## src/hdl/c8ie_pkg.sv

```systemverilog
package c8ie_pkg;

    localparam int ADDR_W     = 12;
    localparam int FONT_BYTES = 80;

    // Item opcodes.
    localparam logic [1:0] OP_WRITE = 2'd0;
    localparam logic [1:0] OP_EXEC  = 2'd1;
    localparam logic [1:0] OP_READ  = 2'd2;

    // Result status codes.
    localparam logic [1:0] ST_OK        = 2'd0;
    localparam logic [1:0] ST_UNKNOWN   = 2'd1;
    localparam logic [1:0] ST_OVERFLOW  = 2'd2;
    localparam logic [1:0] ST_UNDERFLOW = 2'd3;

    // Instruction groups by top nibble.
    localparam logic [3:0] GRP_SYS  = 4'h0;
    localparam logic [3:0] GRP_JP   = 4'h1;
    localparam logic [3:0] GRP_CALL = 4'h2;
    localparam logic [3:0] GRP_SEI  = 4'h3;
    localparam logic [3:0] GRP_SNEI = 4'h4;
    localparam logic [3:0] GRP_SER  = 4'h5;
    localparam logic [3:0] GRP_LDI  = 4'h6;
    localparam logic [3:0] GRP_ADDI = 4'h7;
    localparam logic [3:0] GRP_ALU  = 4'h8;
    localparam logic [3:0] GRP_SNER = 4'h9;
    localparam logic [3:0] GRP_IDX  = 4'hA;
    localparam logic [3:0] GRP_JPV  = 4'hB;
    localparam logic [3:0] GRP_DRW  = 4'hD;
    localparam logic [3:0] GRP_MISC = 4'hF;

    localparam logic [11:0] SYS_CLS = 12'h0E0;
    localparam logic [11:0] SYS_RET = 12'h0EE;

    localparam logic [7:0] MISC_ADDI  = 8'h1E;
    localparam logic [7:0] MISC_FONT  = 8'h29;
    localparam logic [7:0] MISC_BCD   = 8'h33;
    localparam logic [7:0] MISC_STORE = 8'h55;
    localparam logic [7:0] MISC_LOAD  = 8'h65;

    localparam logic [3:0] ALU_MOV  = 4'h0;
    localparam logic [3:0] ALU_OR   = 4'h1;
    localparam logic [3:0] ALU_AND  = 4'h2;
    localparam logic [3:0] ALU_XOR  = 4'h3;
    localparam logic [3:0] ALU_ADD  = 4'h4;
    localparam logic [3:0] ALU_SUB  = 4'h5;
    localparam logic [3:0] ALU_SHR  = 4'h6;
    localparam logic [3:0] ALU_SUBN = 4'h7;
    localparam logic [3:0] ALU_SHL  = 4'hE;

    typedef struct packed {
        logic       ok;
        logic       wr_flag;
        logic [7:0] value;
        logic       flag;
    } t_alu_res;

    function automatic logic [7:0] font_byte(input logic [6:0] idx);
        logic [7:0] b;
        case (idx)
            7'd0, 7'd4, 7'd10, 7'd12, 7'd14, 7'd15, 7'd17, 7'd19,
            7'd22, 7'd25, 7'd27, 7'd29, 7'd30, 7'd32, 7'd34, 7'd35,
            7'd40, 7'd42, 7'd44, 7'd45, 7'd47, 7'd49, 7'd50, 7'd52,
            7'd60, 7'd64, 7'd70, 7'd72, 7'd74, 7'd75, 7'd77: b = 8'hF0;
            7'd1, 7'd2, 7'd3, 7'd20, 7'd21, 7'd33, 7'd41, 7'd43,
            7'd46, 7'd51, 7'd53, 7'd54, 7'd56, 7'd58, 7'd66, 7'd67,
            7'd68: b = 8'h90;
            7'd5, 7'd7, 7'd8, 7'd37: b = 8'h20;
            7'd6: b = 8'h60;
            7'd9: b = 8'h70;
            7'd11, 7'd16, 7'd18, 7'd23, 7'd24, 7'd28, 7'd36, 7'd48: b = 8'h10;
            7'd13, 7'd26, 7'd31, 7'd61, 7'd62, 7'd63, 7'd71, 7'd73,
            7'd76, 7'd78, 7'd79: b = 8'h80;
            7'd38, 7'd39: b = 8'h40;
            7'd55, 7'd57, 7'd59, 7'd65, 7'd69: b = 8'hE0;
            default: b = 8'h00;
        endcase
        return b;
    endfunction

    // Decimal digits {hundreds, tens, units} of a byte.
    function automatic logic [11:0] bcd_digits(input logic [7:0] v);
        logic [1:0]  h;
        logic [7:0]  r;
        logic [15:0] p;
        logic [3:0]  t;
        logic [7:0]  u;
        h = (v >= 8'd200) ? 2'd2 : ((v >= 8'd100) ? 2'd1 : 2'd0);
        r = v - (8'(h) * 8'd100);
        p = 16'(r) * 16'd205;
        t = p[14:11];
        u = r - 8'({t, 3'b000}) - 8'({t, 1'b0});
        return {2'b00, h, t, u[3:0]};
    endfunction

endpackage

```

## src/hdl/c8ie_alu.sv

```systemverilog
module c8ie_alu (
    input  logic [3:0]         i_op,
    input  logic [7:0]         i_vx,
    input  logic [7:0]         i_vy,
    input  logic               i_quirk,
    output c8ie_pkg::t_alu_res o_res
);

    logic [8:0] sum;
    logic [7:0] src;

    assign sum = 9'(i_vx) + 9'(i_vy);
    // The original shift forms take their operand from VY.
    assign src = i_quirk ? i_vy : i_vx;

    always_comb begin
        o_res.ok      = 1'b1;
        o_res.wr_flag = 1'b1;
        o_res.value   = 8'h00;
        o_res.flag    = 1'b0;
        case (i_op)
            c8ie_pkg::ALU_MOV: begin
                o_res.wr_flag = 1'b0;
                o_res.value   = i_vy;
            end
            c8ie_pkg::ALU_OR: begin
                o_res.wr_flag = 1'b0;
                o_res.value   = i_vx | i_vy;
            end
            c8ie_pkg::ALU_AND: begin
                o_res.wr_flag = 1'b0;
                o_res.value   = i_vx & i_vy;
            end
            c8ie_pkg::ALU_XOR: begin
                o_res.wr_flag = 1'b0;
                o_res.value   = i_vx ^ i_vy;
            end
            c8ie_pkg::ALU_ADD: begin
                o_res.value = sum[7:0];
                o_res.flag  = sum[8];
            end
            c8ie_pkg::ALU_SUB: begin
                o_res.value = i_vx - i_vy;
                o_res.flag  = (i_vx >= i_vy);
            end
            c8ie_pkg::ALU_SUBN: begin
                o_res.value = i_vy - i_vx;
                o_res.flag  = (i_vy >= i_vx);
            end
            c8ie_pkg::ALU_SHR: begin
                o_res.value = {1'b0, src[7:1]};
                o_res.flag  = src[0];
            end
            c8ie_pkg::ALU_SHL: begin
                o_res.value = {src[6:0], 1'b0};
                o_res.flag  = src[7];
            end
            default: begin
                o_res.ok      = 1'b0;
                o_res.wr_flag = 1'b0;
            end
        endcase
    end

endmodule

```

## config.mk

```make
export PLATFORM = sky130hd
export DESIGN_NAME = c8ie_alu
export DESIGN_NICKNAME = d
export VERILOG_FILES = /design/src/hdl/c8ie_pkg.sv /design/src/hdl/c8ie_alu.sv
export SDC_FILE = /design/constraint.sdc
export NUM_CORES = 1
export LEC_CHECK = 0
export ABC_CLOCK_PERIOD_IN_PS = 12100
export BUFFER_PORTS_ARGS = -buffer_cell sky130_fd_sc_hd__buf_2
export CAP_MARGIN = 20
export CORE_ASPECT_RATIO = 0.8
export CORE_MARGIN = 2
export CORE_UTILIZATION = 58
export DETAILED_ROUTE_END_ITERATION = 10
export PLACE_DENSITY = 0.91
export SYNTH_ARGS = -nofsm -noshare
export SYNTH_HDL_FRONTEND = slang
export SYNTH_SLANG_ARGS = --single-unit
export TNS_END_PERCENT = 30
```

## constraint.sdc

```tcl
create_clock -name vclk -period 12.1
set_input_delay 3.63 -clock vclk [all_inputs]
set_output_delay 3.63 -clock vclk [all_outputs]
set_load 0.01 [all_outputs]
```

==> results_dict.tcl, run 1 <==
set metrics [dict create \
    status "finished clean" \
    worst_hold_slack_ns 7.69 \
    avgSynthCellArea_sq_um 7.16 \
    hp-start "i_vy[0]" \
    setup_ws_ns 2.39 \
    crit_path_end_kind "primary output" \
    yosysSeqAreaShare 0 \
    num_vias 2096 \
    whs_path_depth 4 \
    period_needed_ns 9.71 \
    crit_buf_inv 4 \
    yosysWarnings 0 \
    final_common_cell "ha_1" \
    p_per_area_nw_per_um2 42.9 \
    cp_data_required_time_ns 8.47 \
    core_area_sq_um 3090 \
    die_w_microns 67.7 \
    first_pass_iters 5 \
    remaining_drc_errors 0 \
    final_cell_mix "36 x ha_1, 32 x buf_2, 28 x inv_1" \
    ys_types 53 \
    crit_path_cell_trace "buf_2 -> inv_1 -> ha_1 -> inv_1 -> fa_1 -> nor3b_2 -> a211oi_4 -> nand2b_1 -> a221o_1 -> and3_1 -> or3b_1 -> buf_2" \
    start_util 0.610 \
    hold_viol_final 0 \
    synthesis.area_sq_um 1880 \
    crit_fanout 5 \
    worstMarginPinSlew_ns 0.850 \
    setup_viol 0 \
    grt_usage 0.289 \
    finalWirelength_mm 5.21 \
    finalCritPeriodShare 0.803 \
    leakage_nw 0.992 \
    worstPathArrival_ns 6.08 \
    setup_tns_ns 0 \
    synth_top_area_cell "ha_1" \
    num_rows 18 \
    seq_cells 0 \
    cap_violations 0 \
    grt_pass1_vias 1755 \
    drive_above_1_share 0.158 \
    cpPeakStageDelay_ns 0.40 \
    pin_count 32 \
    ant_nets 0 \
    startpoint_type "input port" \
    synth.area.top_cells "ha_1 24%, a21oi_1 5.6%, inv_1 5.6%" \
    min_delay_worst_endpoint "o_res[1]" \
    antenna_found_initial 0 \
    multiInputGateArea_sq_um 1700 \
    synth_top_area_share 0.239 \
    die-height_microns 54.9 \
    die_area_sq_um 3720 \
    grt_pass1_wl_mm 8.24 \
    routed_via_density 6.59 \
    crit_family "simple AND/OR/NAND/NOR gates" \
    synth_cells 263 \
    rsz0062_at_grt "no" \
    ir_worst_vdd_v 0.0000245 \
    wl_per_cell_microns 16.4 \
    placed_area_sq_um 2010 \
    portBuffers 32 \
    postCtsSetupRepairBufs 0 \
    area_delta_synth_final_pct 7.05 \
    post_cts_resized 0 \
    hold_path.class "in -> out" \
    hpwl_mm 3.97 \
    num-nets-final 340 \
    dp_slack_ns 2.41 \
    nFillCells 270 \
    drtIter0Drc 261 \
    grt_overflow_total 0 \
    gp_congestion 0.959 \
    slew_headroom 0.429 \
    grt_max_degree 39 \
    n_clock_buffer 0 \
    diodes 0 \
    fin_area_sq_um 2010 \
    critical_path_class "in -> out" \
    max_clock_freq_ghz 0.103 \
    final-max-slew-violation-count 0 \
    slowest_stage "fa_1" \
    ctsHoldBuffers 0 \
    register_area_sq_um 0 \
    syn_nets 323 \
]
[per-stage QoR]
step | power, mW | util | instances
floorplan | 0.0613 | - | 263
global placement | 0.0820 | 0.653 | 318
detailed placement | 0.0836 | 0.653 | 318
CTS | 0.0841 | 0.653 | 318
global route | 0.0940 | 0.653 | 318
finish | 0.0864 | 0.653 | 318
[where the power goes]
part / leakage [nW] / internal, mW / switching (mW)
clock: 0 / 0 / 0
sequential: 0 / 0 / 0
combinational: 0.992 / 0.0351 / 0.0513
[synthesized netlist by cell type, types with 6 or more instances]
cell type,number
inv_1,28
ha_1,36
o21ai_0,16
nand2_1,13
xnor2_1,6
nand3_1,6
a21oi_1,21
mux2i_1,9
nor2b_1,6
clkbuf_1,9
nor2_1,21
[worst max-delay path by stage]
| stage | startpoint | to | slack [ns] | cells after the start |
|---|---|---|---|---|
| 6_report | i_vx[0] | o_res[0] | 2.39 | 12 |
| 3_5_place_dp | i_vx[0] | o_res[0] | 2.41 | 12 |
| 5_1_grt | i_vx[0] | o_res[0] | 2.32 | 12 |
| 4_1_cts | i_vx[0] | o_res[0] | 2.41 | 12 |
| 2_1_floorplan | i_vx[0] | o_res[0] | 2.81 | 10 |
| 3_3_place_gp | i_vx[0] | o_res[0] | 2.47 | 12 |
[kinds of logic (layout without fill, tap and decap cells)]
group,count (synthesis),in the layout,synth area share
AOI/OAI and AO/OA,90,90,0.332
xor gates and xnor gates,7,7,0.0326
adders and majority gates,39,39,0.271
buffers and inverters,46,61,0.0991
muxes,12,12,0.0778
and+or+nand+nor,69,69,0.187
[routing by layer]
layer  track usage  vias to the layer above  part of all wire
met4        0.0374                        0            0.0088
met2         0.461                      150              0.43
met5             0                        -                 0
met3        0.0445                       14              0.12
li1              -                      976                 -
met1         0.422                      956              0.44
[layout make-up]
cell class | count | share of cell area
Multi-Input combinational cell | 217 | 0.842
Inverter | 29 | 0.0540
Timing Repair Buffer | 32 | 0.0795
Tap cell | 40 | 0.0248
[tightest hold or removal path, stage by stage]
cell and delay, ns:
buf_2 0.14, o211ai_1 0.09, o221ai_1 0.07, buf_2 0.13
(Power assumes the default switching activity.)
==> run 2: changes to the inputs <==
--- a/config.mk
+++ b/config.mk
@@ -5,7 +5,7 @@
 export SDC_FILE = /design/constraint.sdc
 export NUM_CORES = 1
 export LEC_CHECK = 0
-export ABC_CLOCK_PERIOD_IN_PS = 12100
+export ABC_CLOCK_PERIOD_IN_PS = 9270
 export BUFFER_PORTS_ARGS = -buffer_cell sky130_fd_sc_hd__buf_2
 export CAP_MARGIN = 20
 export CORE_ASPECT_RATIO = 0.8
==> constraint.sdc (replaced) <==
create_clock -name vclk -period 9.27
set_input_delay 2.781 -clock vclk [all_inputs]
set_output_delay 2.781 -clock vclk [all_outputs]
set_load 0.01 [all_outputs]
==> run 2 against run 1 <==
Via count decreased by 2.1%. Wire length shrank 0.88%. Hold slack lost 1.7 ns. Cell count stayed put. Worst setup slack got worse by 1.1 ns. Core utilization is the same. Count of clock-buffer cells in the layout unchanged. Critical path type unchanged. Largest power group unchanged.
==> results_dict.tcl, run 2 (same netlist as run 1, synthesis figures left out) <==
set metrics [dict create \
    status "finished clean" \
    rsz0062_at_grt "no" \
    worstMarginPinSlew_ns 0.863 \
    pin_count 32 \
    hold_path.class "in -> out" \
    cap_violations 0 \
    clockPowerShare 0 \
    remaining_drc_errors 0 \
    final-max-slew-violation-count 0 \
    min_delay_worst_endpoint "o_res[1]" \
    critical_path_class "in -> out" \
    startpoint_type "input port" \
    first_pass_iters 6 \
    num_vias 2051 \
    p_seq_frac 0 \
    crit_family "simple AND/OR/NAND/NOR gates" \
    final_common_cell "ha_1" \
    period_needed_ns 8.00 \
    routed_via_density 6.45 \
    swShare 0.594 \
    die_area_sq_um 3720 \
    start_util 0.610 \
    hpwl_mm 3.98 \
    setup_viol 0 \
    worst_hold_slack_ns 5.99 \
    finalWirelength_mm 5.16 \
    power_switching_uw 67.1 \
    portBuffers 32 \
    postCtsSetupRepairBufs 0 \
    intPower_uw 45.8 \
    antenna_found_initial 0 \
    setup_tns_ns 0 \
    diodes 0 \
    area_delta_synth_final_pct 7.05 \
    leakage_nw 0.992 \
    num_rows 18 \
    gp_congestion 0.959 \
    grt_max_degree 39 \
    cpPeakStageDelay_ns 0.40 \
    p_per_area_nw_per_um2 56.1 \
    ant_nets 0 \
    num-nets-final 340 \
    wl_per_cell_microns 16.2 \
    crit_path_cell_trace "buf_2 -> inv_1 -> ha_1 -> inv_1 -> fa_1 -> nor3b_2 -> a211oi_4 -> nand2b_1 -> a221o_1 -> and3_1 -> or3b_1 -> buf_2" \
    die_w_microns 67.7 \
    crit_fanout 5 \
    hold_viol_final 0 \
    slowest_stage "fa_1" \
    final_cell_mix "36 x ha_1, 32 x buf_2, 28 x inv_1" \
    cp_data_required_time_ns 6.49 \
    grt_usage 0.292 \
    die-height_microns 54.9 \
    grt_pass1_wl_mm 8.30 \
    worstPathArrival_ns 5.21 \
    ctsHoldBuffers 0 \
    grt_pass1_vias 1729 \
    post_cts_resized 0 \
    max_clock_freq_ghz 0.125 \
    n_clock_buffer 0 \
    utilization 0.653 \
    register_area_sq_um 0 \
    ir_worst_vdd_v 0.0000301 \
    whs_path_depth 4 \
    crit_buf_inv 4 \
    crit_path_end_kind "primary output" \
    drive_above_1_share 0.158 \
    finalCritPeriodShare 0.863 \
    comb_power_share 1.000 \
    core_area_sq_um 3090 \
    drtIter0Drc 235 \
    hp-start "i_vy[0]" \
    slew_headroom 0.420 \
    seq_cells 0 \
    grt_overflow_total 0 \
]
run 2: worst max path at each step:
stage                  from  endpoint  slack [ns]  cells past startpoint
finish              i_vx[0]  o_res[0]        1.27                     12
global route        i_vx[0]  o_res[0]        1.18                     12
CTS                 i_vx[0]  o_res[0]        1.29                     12
detailed placement  i_vx[0]  o_res[0]        1.29                     12
global placement    i_vx[0]  o_res[0]        1.34                     12
floorplan           i_vx[0]  o_res[0]        1.68                     10
run 2: final cells by class:
cell class / instances / area, sq um
well taps: 40 / 50.0
fillers: 280 / 1070
inverters: 29 / 109
repair buffers: 32 / 160
multi-input cells: 217 / 1700
run 2: layer usage:
metal	vias up	GRT usage	part of all wire
li1	980	-	-
met1	925	0.439	0.45
met2	139	0.474	0.43
met3	7	0.0223	0.11
met4	0	0.0204	0.0089
met5	-	0	0
run 2: power by group through the flow:
| stage | clock (mW) | sequential [mW] | combinational, mW |
|---|---|---|---|
| after floorplan | 0 | 0 | 0.0800 |
| after CTS | 0 | 0 | 0.110 |
| after global routing | 0 | 0 | 0.124 |
| after detailed placement | 0 | 0 | 0.109 |
| after global placement | 0 | 0 | 0.107 |
| final | 0 | 0 | 0.113 |
run 2: metrics by stage:
stage | area (sq um) | power (mW) | setup WS, ns | std cells
6_report | 2010 | 0.113 | 1.27 | 318
5_1_grt | 2010 | 0.124 | 1.18 | 318
4_1_cts | 2010 | 0.110 | 1.29 | 318
3_5_place_dp | 2010 | 0.109 | 1.29 | 318
3_3_place_gp | 2010 | 0.107 | 1.34 | 318
2_1_floorplan | 1880 | 0.0800 | 1.68 | 263
